## src/rtl/core/hcb_pkg.sv

```systemverilog
package hcb_pkg;

    localparam logic [6:0] LINE_MAX  = 7'd80;
    localparam logic [7:0] CHAR_CR   = 8'h0D;
    localparam logic [7:0] CASE_FOLD = 8'h20;

    typedef enum logic [1:0] {
        CMD_READ     = 2'd0,
        CMD_WRITE    = 2'd1,
        CMD_BAD_ADDR = 2'd2,
        CMD_CLEARED  = 2'd3
    } t_cmd_kind;

    typedef enum logic [1:0] {
        PH_ADDR  = 2'd0,
        PH_VALUE = 2'd1,
        PH_DONE  = 2'd2
    } t_phase;

    typedef struct packed {
        logic        valid;
        t_cmd_kind   kind;
        logic [31:0] address;
        logic [31:0] data;
    } t_result;

endpackage

```

## src/rtl/core/hcb_in_stage.sv

```systemverilog
module hcb_in_stage (
    input  logic       i_clk,
    input  logic       i_rst_n,
    input  logic       i_valid,
    output logic       o_ready,
    input  logic [7:0] i_char,
    input  logic       i_take,
    output logic       o_valid,
    output logic [7:0] o_char
);

    logic       r_valid;
    logic       n_valid;
    logic [7:0] r_char;
    logic       w_load;

    assign o_ready = !r_valid || i_take;
    assign w_load  = i_valid && o_ready;

    always_comb begin
        n_valid = r_valid;
        if (w_load) begin
            n_valid = 1'b1;
        end else if (i_take) begin
            n_valid = 1'b0;
        end
    end

    always_ff @(posedge i_clk) begin
        if (!i_rst_n) begin
            r_valid <= 1'b0;
        end else begin
            r_valid <= n_valid;
        end
    end

    // hold the character until the parser takes it
    always_ff @(posedge i_clk) begin
        if (w_load) begin
            r_char <= i_char;
        end
    end

    assign o_valid = r_valid;
    assign o_char  = r_char;

endmodule

```

## src/rtl/core/hcb_parser.sv

```systemverilog
module hcb_parser (
    input  logic             i_clk,
    input  logic             i_rst_n,
    input  logic             i_take,
    input  logic [7:0]       i_char,
    output hcb_pkg::t_result o_result
);

    hcb_pkg::t_phase r_phase;
    hcb_pkg::t_phase n_phase;
    logic [31:0]     r_addr;
    logic [31:0]     n_addr;
    logic [31:0]     r_value;
    logic [31:0]     n_value;
    logic [6:0]      r_count;
    logic [6:0]      n_count;

    logic [7:0]      w_lc;
    logic            w_is_digit;
    logic [3:0]      w_digit;
    logic [6:0]      w_count_inc;

    always_comb begin
        w_lc       = i_char | hcb_pkg::CASE_FOLD;
        w_is_digit = 1'b0;
        w_digit    = 4'd0;
        if (w_lc inside {[8'h30:8'h39]}) begin
            w_is_digit = 1'b1;
            w_digit    = w_lc[3:0];
        end else if (w_lc inside {[8'h61:8'h66]}) begin
            w_is_digit = 1'b1;
            w_digit    = 4'(w_lc[3:0] + 4'd9);
        end
    end

    assign w_count_inc = r_count + 7'd1;

    always_comb begin
        n_phase  = r_phase;
        n_addr   = r_addr;
        n_value  = r_value;
        n_count  = r_count;
        o_result = '{valid: 1'b0, kind: hcb_pkg::CMD_READ, address: 32'd0, data: 32'd0};
        if (i_take) begin
            if (i_char == hcb_pkg::CHAR_CR) begin
                o_result.valid   = 1'b1;
                o_result.address = r_addr;
                if (r_phase == hcb_pkg::PH_ADDR) begin
                    o_result.kind = hcb_pkg::CMD_READ;
                end else if (r_addr[1:0] != 2'b00) begin
                    o_result.kind = hcb_pkg::CMD_BAD_ADDR;
                end else begin
                    o_result.kind = hcb_pkg::CMD_WRITE;
                    o_result.data = r_value;
                end
                n_phase = hcb_pkg::PH_ADDR;
                n_addr  = 32'd0;
                n_value = 32'd0;
                n_count = 7'd0;
            end else begin
                case (r_phase)
                    hcb_pkg::PH_ADDR: begin
                        if (w_is_digit) begin
                            n_addr = {r_addr[27:0], w_digit};
                        end else begin
                            n_phase = hcb_pkg::PH_VALUE;
                        end
                    end
                    hcb_pkg::PH_VALUE: begin
                        if (w_is_digit) begin
                            n_value = {r_value[27:0], w_digit};
                        end else begin
                            n_phase = hcb_pkg::PH_DONE;
                        end
                    end
                    default: begin
                    end
                endcase
                n_count = w_count_inc;
                // drop the line once it reaches the limit
                if (w_count_inc >= hcb_pkg::LINE_MAX) begin
                    o_result.valid = 1'b1;
                    o_result.kind  = hcb_pkg::CMD_CLEARED;
                    n_phase = hcb_pkg::PH_ADDR;
                    n_addr  = 32'd0;
                    n_value = 32'd0;
                    n_count = 7'd0;
                end
            end
        end
    end

    always_ff @(posedge i_clk) begin
        if (!i_rst_n) begin
            r_phase <= hcb_pkg::PH_ADDR;
            r_addr  <= 32'd0;
            r_value <= 32'd0;
            r_count <= 7'd0;
        end else begin
            r_phase <= n_phase;
            r_addr  <= n_addr;
            r_value <= n_value;
            r_count <= n_count;
        end
    end

endmodule

```

## src/rtl/core/hcb_out_reg.sv

```systemverilog
module hcb_out_reg (
    input  logic             i_clk,
    input  logic             i_rst_n,
    input  hcb_pkg::t_result i_result,
    input  logic             i_ready,
    output logic             o_valid,
    output logic [1:0]       o_kind,
    output logic [31:0]      o_address,
    output logic [31:0]      o_data
);

    logic               r_valid;
    logic               n_valid;
    hcb_pkg::t_cmd_kind r_kind;
    logic [31:0]        r_address;
    logic [31:0]        r_data;

    always_comb begin
        n_valid = r_valid;
        if (i_result.valid) begin
            n_valid = 1'b1;
        end else if (i_ready) begin
            n_valid = 1'b0;
        end
    end

    always_ff @(posedge i_clk) begin
        if (!i_rst_n) begin
            r_valid <= 1'b0;
        end else begin
            r_valid <= n_valid;
        end
    end

    always_ff @(posedge i_clk) begin
        if (i_result.valid) begin
            r_kind    <= i_result.kind;
            r_address <= i_result.address;
            r_data    <= i_result.data;
        end
    end

    assign o_valid   = r_valid;
    assign o_kind    = r_kind;
    assign o_address = r_address;
    assign o_data    = r_data;

endmodule

```

## src/rtl/core/hex_command_bus_bridge_core.sv

```systemverilog
// Hex command line parser for a bus monitor.
// Input channel: one received character per transfer on i_char_in, with
// i_in_valid / o_in_ready. Output channel: one command per transfer on
// o_cmd_kind (read, write, bad address, line cleared), o_bus_address and
// o_bus_data, with o_out_valid / i_out_ready.
// A carriage return produces one command; the character that brings the
// line to 80 characters produces a line-cleared command. Other characters
// produce nothing.
// Path: the character is captured in the input register at its transfer and
// is then parsed into the result register, which drives o_out_valid, once
// that register is free or being emptied.
// Throughput: one character per cycle while the output side is free.
// A stalled receiver holds the result register; one more character is held
// in the input register, after which o_in_ready drops until the result is
// taken.
// Reset (i_rst_n low, synchronous) empties both registers and returns the
// parser to the start of an empty line.
module hex_command_bus_bridge_core (
    input  logic        i_clk,
    input  logic        i_rst_n,
    input  logic        i_in_valid,
    output logic        o_in_ready,
    input  logic [7:0]  i_char_in,
    output logic        o_out_valid,
    input  logic        i_out_ready,
    output logic [1:0]  o_cmd_kind,
    output logic [31:0] o_bus_address,
    output logic [31:0] o_bus_data
);

    logic             w_char_valid;
    logic [7:0]       w_char;
    logic             w_take;
    hcb_pkg::t_result w_result;

    // advance when the result register is free or being emptied
    assign w_take = w_char_valid && (!o_out_valid || i_out_ready);

    hcb_in_stage u_in_stage (
        .i_clk   (i_clk),
        .i_rst_n (i_rst_n),
        .i_valid (i_in_valid),
        .o_ready (o_in_ready),
        .i_char  (i_char_in),
        .i_take  (w_take),
        .o_valid (w_char_valid),
        .o_char  (w_char)
    );

    hcb_parser u_parser (
        .i_clk    (i_clk),
        .i_rst_n  (i_rst_n),
        .i_take   (w_take),
        .i_char   (w_char),
        .o_result (w_result)
    );

    hcb_out_reg u_out_reg (
        .i_clk     (i_clk),
        .i_rst_n   (i_rst_n),
        .i_result  (w_result),
        .i_ready   (i_out_ready),
        .o_valid   (o_out_valid),
        .o_kind    (o_cmd_kind),
        .o_address (o_bus_address),
        .o_data    (o_bus_data)
    );

endmodule

```

## config.mk

```make
export PLATFORM = sky130hd
export DESIGN_NAME = hex_command_bus_bridge_core
export DESIGN_NICKNAME = d
export VERILOG_FILES = /design/src/rtl/core/hcb_pkg.sv /design/src/rtl/core/hcb_in_stage.sv /design/src/rtl/core/hcb_parser.sv /design/src/rtl/core/hcb_out_reg.sv /design/src/rtl/core/hex_command_bus_bridge_core.sv
export SDC_FILE = /design/constraint.sdc
export NUM_CORES = 1
export LEC_CHECK = 0
export BUFFER_PORTS_ARGS = -buffer_cell sky130_fd_sc_hd__clkbuf_2
export CAP_MARGIN = 10
export CORE_UTILIZATION = 40
export DETAILED_ROUTE_END_ITERATION = 6
export PLACE_DENSITY_LB_ADDON = 0.25
export SYNTH_ARGS = -nofsm -noshare
export SYNTH_HDL_FRONTEND = slang
export SYNTH_SLANG_ARGS = --single-unit
```

## constraint.sdc

```tcl
create_clock -name i_clk -period 4.05 [get_ports i_clk]
set_input_delay 0.405 -clock i_clk [delete_from_list [all_inputs] [get_ports i_clk]]
set_output_delay 0.405 -clock i_clk [all_outputs]
set_load 0.03 [all_outputs]
```

==> metrics <==
CTS clk-pin slew, worst paths=approximately 0.060 ns; path depth of the worst reg2reg path=8; die width=119 um; RSZ-0062 raised after global routing=false; Post-synth top cells=dfxtp_1 (75), edfxtp_1 (74), a22o_1 (64); Slowest-stage cell, CP=nor3_4; Final HPWL DP=6.00 mm; number of synthesized flops with an enable pin=74; status=finished, final reports clean; Worst Hold Launch=i_char_in[6]; initial antenna violation count=0; max_slew headroom=a little under a quarter; Top delay family on crit path=simple AND/OR/NAND/NOR gates; Netlist Area Pre-Place=roughly 5500 um^2; CP Buf/Inv Count=2; via count=between 3000 and 4000; asr flop ratio synth=0%; Layout area overhead=19.8%; first-pass GRT wire length=roughly 16 mm; Hold Path Sink=u_in_stage.o_char[6]; DRC=0; CTS max path bufs=2; Die H=119 um; Crit path largest cell delay=just over 0.9 ns; Crit Path Category=reg2reg; fin crit share=69.7%; Critical Path, Cell by Cell=inv_1 -> ha_1 -> nand4_1 -> and3_4 -> nand2b_4 -> inv_4 -> nor3_4 -> a22o_1; Syn. warnings=0; max-cap viol count=0; PD cells=between 400 and 500 nW/um^2; Synth Area per Inst=about 14 um^2; clock sinks=roughly 150; vias per std cell=a little under 5; placed insts=roughly 630; reg2reg end=u_parser.r_value[19]; worst r2r src=u_in_stage.o_char[1]; clock skew=between 0.005 and 0.006 ns; ANT cells=0; htree depth=4; GRT Util Overall=between 10% and 20%; CP max FO=32; footprint of the multi-input gates=between 1500 and 2000 um^2; # setup viols final=0; Slew Viols, Final=0; most numerous cell in the Yosys netlist=dfxtp_1; FF+latch area=between 3000 and 4000 um^2; area leader, netlist=edfxtp_1; TritonRoute pass-1 iters=4; sequential share of the synthesized area=about 68%; Post-Route WL=about 9.4 mm; Setup TNS=0 ns; Synth Instances=~400; global route overflow=0; Top-Level Pins=80; Worst-Margin Slew=1.15 ns; Crit path arrival time=around 3.2 ns; gpl congestion=0.869; final-layout fill cell count=roughly 1200; initial core utilization=roughly 41%; number of synthesized register bits=between 100 and 150; WP data required=4.41 ns; Antenna Nets Post-Route=0; share of the synthesized area in the top cell type=roughly two fifths; layout cells sized above 1=25.3%; Netlist cell types=47; TritonCTS clock tree=yes; Clk Latency, worst-skew pair=around 0.41 ns; Tmin final=around 2.8 ns; CTS hold repair buffers=0; Power Total=approximately 3300 uW; Hold WC Path Type=in2reg; CTS Buf Count=17; top cells by area, synth=edfxtp_1 (41%), dfxtp_1 (27%), a22o_1 (10%); vias in the first global route=roughly 3200; highest clock rate=between 0.3 and 0.4 GHz; post-CTS setup buffers=0; CP Launch Type=register; leakage power=around 0.0027 uW; CP endpoint kind=register; final hold vios=0; ys flop type=dfxtp_1; NumNets Final=491; largest net degree at the start of global routing=between 60 and 70; row cnt=42; Port Buffers=about 80; post_cts resized=0; core area=approximately 13000 um^2; root buf cell=clkbuf_16; r2r setup slk=1.23 ns; number of cells on the worst hold path=1; die area=about 14000 um^2; per-cell routed wire length=between 10 and 15 um; Syn Nets=a little over 400; Max VDD drop=roughly 0.23 mV; Initial DRC Count=around 190; final std cells w/o fill=~660
-- cell usage in the layout (no fill, tap or decap), types with 2 or more instances in the layout --
master	instances
a21oi_1	7
nor3_1	2
and3_1	32
clkbuf_2	79
clkbuf_16	17
buf_4	4
nor2_1	19
clkinv_2	4
xnor2_1	6
clkbuf_1	2
dfxtp_1	75
a22o_1	64
nand3_1	5
clkinv_1	4
nand2_1	9
or3b_1	2
inv_1	6
and2_1	34
edfxtp_1	74
ha_1	5
bufinv_16	4
o211ai_1	2
o21ai_0	2
-- cell families (layout without fill, tap and decap cells) --
kind of cell    count (synthesis)  after routing  share of synthesized area (%)
compound gates                 83             83                           12.8
xor+xnor                        7              7                           1.12
fa+ha+maj                       5              5                           1.14
buf+inv                        31            122                           3.59
flops                         149            149                           68.0
mux                             1              1                          0.183
simple gates                  120            120                           13.2
-- worst register-to-register path, cell delays in order (launching register included) --
cell and delay, ns:
edfxtp_1 0.43, inv_1 0.09, ha_1 0.22, nand4_1 0.25, and3_4 0.27, nand2b_4 0.16
inv_4 0.15, nor3_4 0.92, a22o_1 0.29
-- per-stage QoR --
step                      area (um^2)  hold slack [ns]  worst slack (ns)  util [%]
after CTS                        6570            0.143              1.21      49.4
final                            6570            0.164              1.23      49.4
after global routing             6570            0.142             0.968      49.4
after global placement           5970            0.453              1.34      44.9
after detailed placement         5970            0.458              1.24      44.9
after floorplan                  5480            0.440              1.57         -
-- flip-flops by register name, summed over array words and instances, names as in the netlist --
register / flops
u_out_reg.o_kind: 2
u_out_reg.o_data: 32
u_parser.r_count: 7
u_parser.r_phase: 2
u_parser.r_addr: 32
u_out_reg.o_address: 32
u_parser.r_value: 32
u_out_reg.o_valid: 1
u_in_stage.o_char: 8
u_in_stage.o_valid: 1
-- routing by layer --
layer / GRT usage [%] / vias to the layer above / wire (um)
li1: - / 1631 / -
met1: 17.7 / 1542 / 4490
met5: 0 / - / 0
met3: 4.31 / 18 / 379
met2: 22.1 / 76 / 4310
met4: 8.23 / 0 / 231
-- report_power, final --
part | internal (uW) | switching (uW) | total, uW
registers | 1580 | 12.1 | 1590
clock network | 1020 | 564 | 1580
logic | 25.7 | 52.6 | 78.2
total | 2620 | 629 | 3250
-- final cells by class --
cell class / instances / area share, %
clock buffer: 19 / 6.59
clock inverter: 13 / 2.48
inverter: 7 / 0.438
multi-input combinational: 216 / 23.9
sequential: 149 / 56.7
tap: 176 / 3.35
timing repair buffer: 83 / 6.48
-- worst max-delay path by stage --
stage,start,endpoint,slack [ns],depth (start not counted)
6_report,u_in_stage.o_char[1],u_parser.r_value[19],1.23,8
4_1_cts,u_in_stage.o_char[1],u_parser.r_value[1],1.21,8
5_1_grt,u_in_stage.o_char[1],u_parser.r_value[22],0.97,8
3_5_place_dp,u_in_stage.o_char[1],u_parser.r_value[19],1.24,8
3_3_place_gp,u_in_stage.o_char[1],u_parser.r_value[28],1.34,8
2_1_floorplan,u_parser.r_count[0],u_parser.r_value[3],1.57,9
No activity file was read; power rests on OpenSTA's default activity.
